===== src/design/gww_pkg.sv =====
`default_nettype none
package gww_pkg;

	// Character and configuration widths
	localparam int CHAR_W  = 8;
	localparam int CFG_W   = 6;
	localparam int CFG_IDX_W = 1;

	// Special characters
	localparam logic [CHAR_W-1:0] CH_NL  = 8'd10;
	localparam logic [CHAR_W-1:0] CH_TAB = 8'd9;
	localparam logic [CHAR_W-1:0] CH_SP  = 8'd32;

	// Register indexes
	localparam logic [CFG_IDX_W-1:0] REG_MAX_ROW = 1'b0;
	localparam logic [CFG_IDX_W-1:0] REG_TAB     = 1'b1;

	// Register reset values
	localparam logic [CFG_W-1:0] MAX_ROW_RST = 6'd32;
	localparam logic [CFG_W-1:0] TAB_RST     = 6'd4;

	// Control shared by every cell of the row
	typedef struct packed {
		logic              shift;
		logic [CHAR_W-1:0] wdata;
	} cell_ctl_t;

endpackage
`default_nettype wire


===== src/design/gww_cell.sv =====
`default_nettype none
module gww_cell (
	input  wire logic                       clk,
	input  wire gww_pkg::cell_ctl_t         ctl,
	input  wire logic                       wr,
	input  wire logic [gww_pkg::CHAR_W-1:0] nbr,
	output logic      [gww_pkg::CHAR_W-1:0] data
);

	// Take the neighbor's character on a shift, else load on a write
	always_ff @(posedge clk) begin
		if (ctl.shift) begin
			data <= nbr;
		end else if (wr) begin
			data <= ctl.wdata;
		end
	end

endmodule
`default_nettype wire


===== src/design/gww_chain.sv =====
`default_nettype none
module gww_chain #(
	parameter int ROW_CHARS = 32,
	parameter int CW = 6
) (
	input  wire logic                       clk,
	input  wire gww_pkg::cell_ctl_t         ctl,
	input  wire logic                       push,
	input  wire logic [CW-1:0]              push_lo,
	input  wire logic [CW-1:0]              push_n,
	output logic      [gww_pkg::CHAR_W-1:0] head
);

	logic [gww_pkg::CHAR_W-1:0] data [ROW_CHARS];
	logic [ROW_CHARS-1:0]       wr;

	// Build the row; each cell shifts toward the head
	for (genvar i = 0; i < ROW_CHARS; i++) begin : g_cell
		logic [gww_pkg::CHAR_W-1:0] nbr;

		// Write a cell that falls inside the pushed span
		assign wr[i] = push && (i >= int'(push_lo)) && (i < int'(push_lo) + int'(push_n));

		if (i == ROW_CHARS - 1) begin : g_tail
			assign nbr = '0;
		end else begin : g_mid
			assign nbr = data[i+1];
		end

		gww_cell u_cell (
			.clk  (clk),
			.ctl  (ctl),
			.wr   (wr[i]),
			.nbr  (nbr),
			.data (data[i])
		);
	end

	assign head = data[0];

endmodule
`default_nettype wire


===== src/design/greedy_word_wrap_line_breaker_top.sv =====
`default_nettype none
// Greedy word wrap line breaker.
// Input channel: char_code/text_end with char_valid, stalled by char_stall.
// Output channel: out_char/has_char/line_end/done_res with res_valid, stalled
// by res_stall. Configuration: cfg_we writes cfg_data into register cfg_index
// (0 row width, 1 tab width); write only while the block is idle.
// One transaction is taken at a time. A byte that completes no line is
// decided, then stored into the cell row. A byte that breaks a line is
// decided, then emits its characters (one result for an empty line), then
// drops a break space when there is one, plus the flush of the rest of the line
// when text_end is set. Emission shifts the cell row one character per cycle
// while the output is not stalled, so the row length sets the worst case.
// The first result of a line leaves the output register from the emit state
// that follows the decision. While res_stall is high the output register
// holds its transaction and emission does not advance the row.
// Reset clears the line state and loads the default row width 32 and tab
// width 4; the character row itself needs no clearing.
module greedy_word_wrap_line_breaker_top #(
	parameter int ROW_CHARS = 32
) (
	input  wire logic                          clk,
	input  wire logic                          arst_n,
	input  wire logic                          cfg_we,
	input  wire logic [gww_pkg::CFG_IDX_W-1:0] cfg_index,
	input  wire logic [gww_pkg::CFG_W-1:0]     cfg_data,
	input  wire logic                          char_valid,
	output logic                               char_stall,
	input  wire logic [gww_pkg::CHAR_W-1:0]    char_code,
	input  wire logic                          text_end,
	output logic                               res_valid,
	input  wire logic                          res_stall,
	output logic      [gww_pkg::CHAR_W-1:0]    out_char,
	output logic                               has_char,
	output logic                               line_end,
	output logic                               done_res
);

	localparam int CW = $clog2(ROW_CHARS + 1);

	typedef enum logic [1:0] {S_IDLE, S_EMIT, S_POST} state_t;

	state_t                     state_q;
	logic [CW-1:0]              fill_q;
	logic [CW-1:0]              space_pos_q;
	logic                       space_valid_q;
	logic [CW-1:0]              cnt_q;
	logic                       last_q;
	logic                       pend_drop_q;
	logic                       pend_push_q;
	logic                       pend_fin_q;
	logic [gww_pkg::CHAR_W-1:0] push_char_q;
	logic [CW-1:0]              push_cnt_q;
	logic [gww_pkg::CFG_W-1:0]  max_row_q;
	logic [gww_pkg::CFG_W-1:0]  tab_q;

	logic                       accept;
	logic                       out_free;
	logic [CW-1:0]              row_w;
	logic [CW-1:0]              room;
	logic [CW-1:0]              tab_n;
	logic [CW-1:0]              fill_nxt;
	logic                       shift;
	logic                       push;
	logic [gww_pkg::CHAR_W-1:0] head;
	gww_pkg::cell_ctl_t         ctl;

	assign char_stall = (state_q != S_IDLE);
	assign accept     = char_valid && (state_q == S_IDLE);
	assign out_free   = !res_valid || !res_stall;

	// Clamp the row width into one to ROW_CHARS
	always_comb begin
		if (max_row_q == '0) begin
			row_w = CW'(1);
		end else if (int'(max_row_q) > ROW_CHARS) begin
			row_w = CW'(ROW_CHARS);
		end else begin
			row_w = max_row_q[CW-1:0];
		end
	end

	// Clip the tab spaces at the row end
	always_comb begin
		room  = (fill_q < row_w) ? (row_w - fill_q) : '0;
		tab_n = (int'(tab_q) < int'(room)) ? tab_q[CW-1:0] : room;
	end

	// Drive the cell row: shift on emission or drop, store on a push
	always_comb begin
		shift     = ((state_q == S_EMIT) && out_free && (cnt_q != '0))
		            || ((state_q == S_POST) && pend_drop_q);
		push      = (state_q == S_POST) && !pend_drop_q && pend_push_q;
		ctl.shift = shift;
		ctl.wdata = push_char_q;
		fill_nxt  = push ? (fill_q + push_cnt_q) : fill_q;
	end

	gww_chain #(
		.ROW_CHARS (ROW_CHARS),
		.CW        (CW)
	) u_chain (
		.clk     (clk),
		.ctl     (ctl),
		.push    (push),
		.push_lo (fill_q),
		.push_n  (push_cnt_q),
		.head    (head)
	);

	// Sequence decisions, emission and storing; hold the output register
	always_ff @(posedge clk or negedge arst_n) begin
		if (!arst_n) begin
			state_q       <= S_IDLE;
			fill_q        <= '0;
			space_pos_q   <= '0;
			space_valid_q <= 1'b0;
			cnt_q         <= '0;
			last_q        <= 1'b0;
			pend_drop_q   <= 1'b0;
			pend_push_q   <= 1'b0;
			pend_fin_q    <= 1'b0;
			max_row_q     <= gww_pkg::MAX_ROW_RST;
			tab_q         <= gww_pkg::TAB_RST;
			res_valid     <= 1'b0;
		end else begin
			// Take register writes
			if (cfg_we) begin
				case (cfg_index)
					gww_pkg::REG_MAX_ROW: max_row_q <= cfg_data;
					gww_pkg::REG_TAB:     tab_q     <= cfg_data;
					default:              ;
				endcase
			end

			// Drop the output transaction once taken
			if (!res_stall) begin
				res_valid <= 1'b0;
			end

			case (state_q)
				S_IDLE: begin
					if (accept) begin
						pend_fin_q  <= text_end;
						pend_drop_q <= 1'b0;
						pend_push_q <= 1'b0;
						push_cnt_q  <= CW'(1);
						push_char_q <= char_code;
						last_q      <= 1'b0;
						state_q     <= S_POST;
						if (char_code == gww_pkg::CH_NL) begin
							cnt_q         <= fill_q;
							space_valid_q <= 1'b0;
							state_q       <= S_EMIT;
						end else if (char_code == gww_pkg::CH_TAB) begin
							pend_push_q <= 1'b1;
							push_cnt_q  <= tab_n;
							push_char_q <= gww_pkg::CH_SP;
						end else if (char_code == gww_pkg::CH_SP && fill_q == '0) begin
							// leading space: nothing to store
						end else if (fill_q >= row_w) begin
							space_valid_q <= 1'b0;
							state_q       <= S_EMIT;
							if (char_code == gww_pkg::CH_SP) begin
								cnt_q <= fill_q;
							end else if (space_valid_q && space_pos_q < fill_q) begin
								cnt_q       <= space_pos_q;
								pend_drop_q <= 1'b1;
								pend_push_q <= 1'b1;
							end else begin
								cnt_q       <= fill_q;
								pend_push_q <= 1'b1;
							end
						end else begin
							if (char_code == gww_pkg::CH_SP) begin
								space_pos_q   <= fill_q;
								space_valid_q <= 1'b1;
							end
							pend_push_q <= 1'b1;
						end
					end
				end
				S_EMIT: begin
					if (out_free) begin
						res_valid <= 1'b1;
						if (cnt_q == '0) begin
							out_char <= '0;
							has_char <= 1'b0;
							line_end <= 1'b1;
							done_res <= last_q;
							state_q  <= S_POST;
						end else begin
							out_char <= head;
							has_char <= 1'b1;
							line_end <= (cnt_q == CW'(1));
							done_res <= (cnt_q == CW'(1)) && last_q;
							fill_q   <= fill_q - CW'(1);
							cnt_q    <= cnt_q - CW'(1);
							if (cnt_q == CW'(1)) begin
								state_q <= S_POST;
							end
						end
					end
				end
				S_POST: begin
					if (pend_drop_q) begin
						fill_q      <= fill_q - CW'(1);
						pend_drop_q <= 1'b0;
					end else begin
						fill_q      <= fill_nxt;
						pend_push_q <= 1'b0;
						if (pend_fin_q) begin
							cnt_q         <= fill_nxt;
							last_q        <= 1'b1;
							pend_fin_q    <= 1'b0;
							space_pos_q   <= '0;
							space_valid_q <= 1'b0;
							state_q       <= S_EMIT;
						end else begin
							last_q  <= 1'b0;
							state_q <= S_IDLE;
						end
					end
				end
				default: state_q <= S_IDLE;
			endcase
		end
	end

endmodule
`default_nettype wire

===== config.mk =====
export PLATFORM = sky130hd
export DESIGN_NAME = greedy_word_wrap_line_breaker_top
export DESIGN_NICKNAME = d
export VERILOG_FILES = /design/src/design/gww_pkg.sv /design/src/design/gww_cell.sv /design/src/design/gww_chain.sv /design/src/design/greedy_word_wrap_line_breaker_top.sv
export SDC_FILE = /design/constraint.sdc
export NUM_CORES = 1
export LEC_CHECK = 0
export BUFFER_PORTS_ARGS = -buffer_cell sky130_fd_sc_hd__buf_2
export CAP_MARGIN = 30
export CORE_AREA = 2 2 210 212
export DETAILED_ROUTE_END_ITERATION = 6
export DIE_AREA = 0 0 212 214
export PLACE_DENSITY = 0.52
export SKIP_CTS_REPAIR_TIMING = 1
export SLEW_MARGIN = 15
export SYNTH_ARGS = -nofsm -noshare
export SYNTH_HDL_FRONTEND = slang
export SYNTH_SLANG_ARGS = --single-unit

===== constraint.sdc =====
create_clock -name clk -period 3.5 [get_ports clk]
set_input_delay 0.175 -clock clk [delete_from_list [all_inputs] [get_ports clk]]
set_output_delay 0.175 -clock clk [all_outputs]
set_load 0.02 [all_outputs]

==> impl.org <==
** Clocking
- The clock drives approximately 320 sinks.
- CTS tree :: built
- The cell sitting at the root of the clock tree is a sky130_fd_sc_hd__clkbuf_16.
- Bufs on Longest Clock Path :: 3
- CTS buffer count :: 38
- Clk_lat worst skew :: 0.55 ns
- Clock slew at reported path FFs :: approximately 0.06 ns
- H-tree level count :: 2

** Yosys
- Prevailing post-synth register cell :: sky130_fd_sc_hd__edfxtp_1
- Of the post-synthesis cell area, the dominant cell type holds 0.5481.
- Synthesized cell area :: 14960 um^2
- Counting flops with an async set or reset pin after synthesis yields a share of 0.1191.
- Cell accounting for the most synthesized area :: sky130_fd_sc_hd__edfxtp_1
- Number of warning messages in the yosys log :: 0
- In this run, synthesis produced a sequential element count of roughly 320.
- After technology mapping, the gate count stands at 1131.
- Number of synthesized flops with an enable pin :: 273
- Sorting the synthesized cells by area gives the leading types as sky130_fd_sc_hd__edfxtp_1, sky130_fd_sc_hd__a21o_1, sky130_fd_sc_hd__dfrtp_1, sky130_fd_sc_hd__ha_1, sky130_fd_sc_hd__mux2_2.
- Mapped Nets :: roughly 1200
- The average instance in the mapped netlist occupies 13.23 um^2.
- The number of different library cells used by synthesis comes to 84.
- For this run, the register share of the synthesized area comes to 0.6225.

** Status
- The run finished, with violations left.
- The final reports fail on setup timing.

** Flow run
- Max Cap Violations :: 0

** Placement
- Half-perimeter wire length of the detailed placement result :: between 20 and 25 mm
- Count of input and output buffers :: 33
- The congestion estimate from routability-driven global placement came to about 0.86.
- After detailed placement, the total cell area comes to between 15000 and 20000 um^2.

** STA
- Minimum period implied by the final worst setup slack :: 3.548 ns
- Max-Slew Margin vs Limit :: 0.2929
- Adding up every negative setup slack in the final design gives -0.04751 ns.
- Of the available clock period, the critical path in the final layout requires 1.014.
- At the pin with the least slew margin, the transition time is 1.061 ns.
- Highest attainable clock frequency :: 281.9 MHz
- Hold slack final :: about 0.019 ns
- Worst Skew :: ~0.024 ns
- Number of endpoints with negative hold slack in the final report :: 0
- Max-slew violation count :: 0
- Crit path setup slack, layout :: -0.04751 ns
- Setup violations remaining at the end of the flow were counted as 1.
- Setup repair after global routing could not meet its margin everywhere.

** Die
- The die covers roughly 45000 um^2.
- Starting Density :: 0.3488
- Die height :: roughly 210 um
- 34 I/O pins were placed.
- The floorplan step set the die width to 212 um.
- The floorplan has between 70 and 80 rows.
- The region available for standard cell placement spans 42890 um^2.

** Worst setup path
- Critical path peak fanout :: 6
- In this design, the stage delay of the slowest critical-path cell is ~0.42 ns.
- STA classifies the critical path startpoint as a register.
- Traced cell by cell, the critical path runs through nor4_4 -> o21bai_4 -> ha_4 -> inv_2 -> fa_2 -> a211oi_2 -> nor2_2 -> o31ai_4 -> buf_6 -> or3_4 -> ha_4 -> a21o_1 -> a21oi_2 -> and4bb_2 -> or3_4 -> a21oi_2.
- Worst path required time :: roughly 4 ns
- STA classifies the critical path endpoint as a register.
- By startpoint and endpoint, the worst setup path is classified as register to register.
- Arrival @ worst endpoint :: about 4.0 ns
- Slowest-stage cell, CP :: sky130_fd_sc_hd__dfrtp_1
- Number of cells on the worst reg-to-reg path :: 16

** Pwr
- Switching power as a share of total power :: 0.3613
- The worst-case IR drop observed on VDD is approximately 740 uV.
- Of the total power, registers draw 0.389.
- Total Power Consumption :: roughly 18000 uW
- Of the total power, combinational logic draws 0.405.
- Net load switching power :: 6558 uW
- Internal power :: ~12000 uW
- Power per cell area :: between 1000 and 1500 nW/um^2
- Of the total power, the clock network draws 0.206.
- P_leak :: between 0.007 and 0.008 uW

** Detailed routing
- Mean routed wirelength per cell :: ~18 um
- Detailed-route wire length :: roughly 32 mm
- For this block, the via count after detailed routing is between 9000 and 10000.
- The first TritonRoute pass finished after 7 iterations.
- ANT nets after route :: 0
- For this block, the initial DRC count from the detailed router was 705.
- Using the TritonRoute via totals, the vias-per-cell ratio works out to 5.107.
- # DRC :: 0

** Global routing
- The first global-routing pass estimated between 50 and 60 mm of wire.
- The number of antenna violations at the first check in global routing came to 0.
- Entering global routing, the biggest net connects around 210 pins.
- Number of global-route vias before repair :: slightly above 9000
- Total overflow reported by the global router :: 0
- Across every metal layer, demand over resource in global routing totals 0.1454.

** Finish
- Fraction of layout instances using a drive strength above 1 :: 0.1905
- Antenna Diode Count :: 0
- Number of nets in the final layout :: 1256
- Fin area :: 17420 um^2
- Area added between synthesis and finish :: 16.47%

** Min path
- Hold path depth :: 3
- Class of the most critical hold timing path :: input port to register
==> kinds of logic (layout without fill, tap and decap cells) <==
family,after synthesis,count (layout),share of synthesized area
fa+ha+maj,35,35,0.03028
xor+xnor,10,10,0.006860
simple gates,190,190,0.06767
flops,319,319,0.6225
buf+inv,114,206,0.03639
compound gates,420,420,0.2044
mux,43,43,0.03195
==> sequential cells by signal, summed over array words and instances (netlist names), 2 cells and up <==
| register | count |
|---|---|
| out_char | 8 |
| push_cnt_q | 6 |
| state_q | 2 |
| max_row_q | 6 |
| tab_q | 6 |
| u_chain.g_cell.u_cell.data | 256 |
| space_pos_q | 6 |
| push_char_q | 8 |
| fill_q | 6 |
| cnt_q | 6 |
==> worst max-delay path: cells and delay by family, from the launching register on <==
family	cells	cell delay (ns)
AOI/OAI and AO/OA	6	0.58
adders and majority gates	3	0.65
buffers and inverters	2	0.18
DFF	1	0.42
and+or+nand+nor	5	1.59
==> final cells by class <==
cell class / instances / area, um^2
Timing Repair Buffer: 121 / 917.1
Sequential cell: 319 / 9311
Fill cell: 4025 / 25460
Tap cell: 585 / 732.0
Inverter: 22 / 82.58
Multi-Input combinational cell: 698 / 5214
Clock inverter: 16 / 160.2
Clock buffer: 47 / 1005
==> metal layers <==
layer / track usage / wire, um / up-vias
met2: 0.2299 / 15280 / 166
met3: 0.02859 / 1275 / 62
met1: 0.1998 / 15160 / 4608
li1: - / - / 4397
met4: 0.04836 / 758 / 0
met5: 0 / 0 / -
==> placed cells by master, fill, tap and decap left out, types with 6 or more instances in the layout <==
cell type and count:
sky130_fd_sc_hd__a21o_1 258, sky130_fd_sc_hd__a21oi_1 34, sky130_fd_sc_hd__a31oi_1 7, sky130_fd_sc_hd__and2_1 20, sky130_fd_sc_hd__buf_2 33, sky130_fd_sc_hd__buf_4 68
sky130_fd_sc_hd__clkbuf_1 7, sky130_fd_sc_hd__clkbuf_16 38, sky130_fd_sc_hd__dfrtp_1 36, sky130_fd_sc_hd__dfxtp_1 8, sky130_fd_sc_hd__dlygate4sd3_1 15, sky130_fd_sc_hd__edfxtp_1 273
sky130_fd_sc_hd__ha_1 30, sky130_fd_sc_hd__inv_1 21, sky130_fd_sc_hd__mux2_2 22, sky130_fd_sc_hd__mux2i_1 17, sky130_fd_sc_hd__nand2_1 45, sky130_fd_sc_hd__nand2b_1 8
sky130_fd_sc_hd__nand3_1 14, sky130_fd_sc_hd__nor2_1 41, sky130_fd_sc_hd__nor2b_1 11, sky130_fd_sc_hd__nor3_1 12, sky130_fd_sc_hd__o211ai_1 7, sky130_fd_sc_hd__o21a_1 6
sky130_fd_sc_hd__o21ai_0 38, sky130_fd_sc_hd__o31ai_1 7, sky130_fd_sc_hd__xor2_1 7
==> path summary, 6_finish.rpt <==
path | slack, ns | to | start
worst max-delay path | -0.05 | push_cnt_q[1] | max_row_q[4]
worst min-delay path | 0.02 | push_char_q[0] | char_code[0]
worst max register to register | -0.05 | push_cnt_q[1] | max_row_q[4]
worst min register to register | 0.51 | u_chain.g_cell[9].u_cell.data[2] | u_chain.g_cell[10].u_cell.data[2]
max in group asynchronous | 2.70 | tab_q[2] | arst_n
min in group asynchronous | 0.08 | state_q[1] | arst_n
==> Yosys cell counts, types with 3 or more instances <==
master / instances
sky130_fd_sc_hd__a21o_1: 258
sky130_fd_sc_hd__a21oi_1: 36
sky130_fd_sc_hd__a221oi_1: 5
sky130_fd_sc_hd__a22oi_1: 3
sky130_fd_sc_hd__a31oi_1: 7
sky130_fd_sc_hd__and2_1: 20
sky130_fd_sc_hd__and3_1: 5
sky130_fd_sc_hd__buf_2: 42
sky130_fd_sc_hd__buf_4: 15
sky130_fd_sc_hd__clkbuf_1: 32
sky130_fd_sc_hd__dfrtp_1: 36
sky130_fd_sc_hd__dfxtp_1: 8
sky130_fd_sc_hd__edfxtp_1: 273
sky130_fd_sc_hd__ha_1: 33
sky130_fd_sc_hd__inv_1: 22
sky130_fd_sc_hd__mux2_2: 22
sky130_fd_sc_hd__mux2_4: 4
sky130_fd_sc_hd__mux2i_1: 17
sky130_fd_sc_hd__nand2_1: 45
sky130_fd_sc_hd__nand2b_1: 8
sky130_fd_sc_hd__nand3_1: 14
sky130_fd_sc_hd__nand4_1: 4
sky130_fd_sc_hd__nor2_1: 42
sky130_fd_sc_hd__nor2b_1: 11
sky130_fd_sc_hd__nor3_1: 12
sky130_fd_sc_hd__nor3b_1: 4
sky130_fd_sc_hd__nor4_1: 3
sky130_fd_sc_hd__o2111ai_1: 5
sky130_fd_sc_hd__o211ai_1: 7
sky130_fd_sc_hd__o21a_1: 7
sky130_fd_sc_hd__o21ai_0: 41
sky130_fd_sc_hd__o21ai_2: 3
sky130_fd_sc_hd__o221ai_1: 3
sky130_fd_sc_hd__o22ai_1: 5
sky130_fd_sc_hd__o31ai_1: 7
sky130_fd_sc_hd__or3_1: 4
sky130_fd_sc_hd__xor2_1: 7
==> power groups by stage <==
stage               clock network, uW  logic (uW)  registers, uW
global placement                    0        7170           7110
finish                           3730        7360           7060
floorplan                           0        5120           7010
CTS                              3850        7310           7070
global route                     4010        8160           7220
detailed placement                  0        7260           7130
==> stage by stage <==
step                setup WS [ns]  utilization  cells
finish                   -0.04751       0.4062   1808
global route              -0.2104       0.4062   1808
CTS                       -0.1669       0.3994   1787
detailed placement        -0.1656       0.3722   1724
global placement         -0.04984       0.3719   1722
floorplan                 0.03247            -   1131
(Power assumes the default switching activity.)
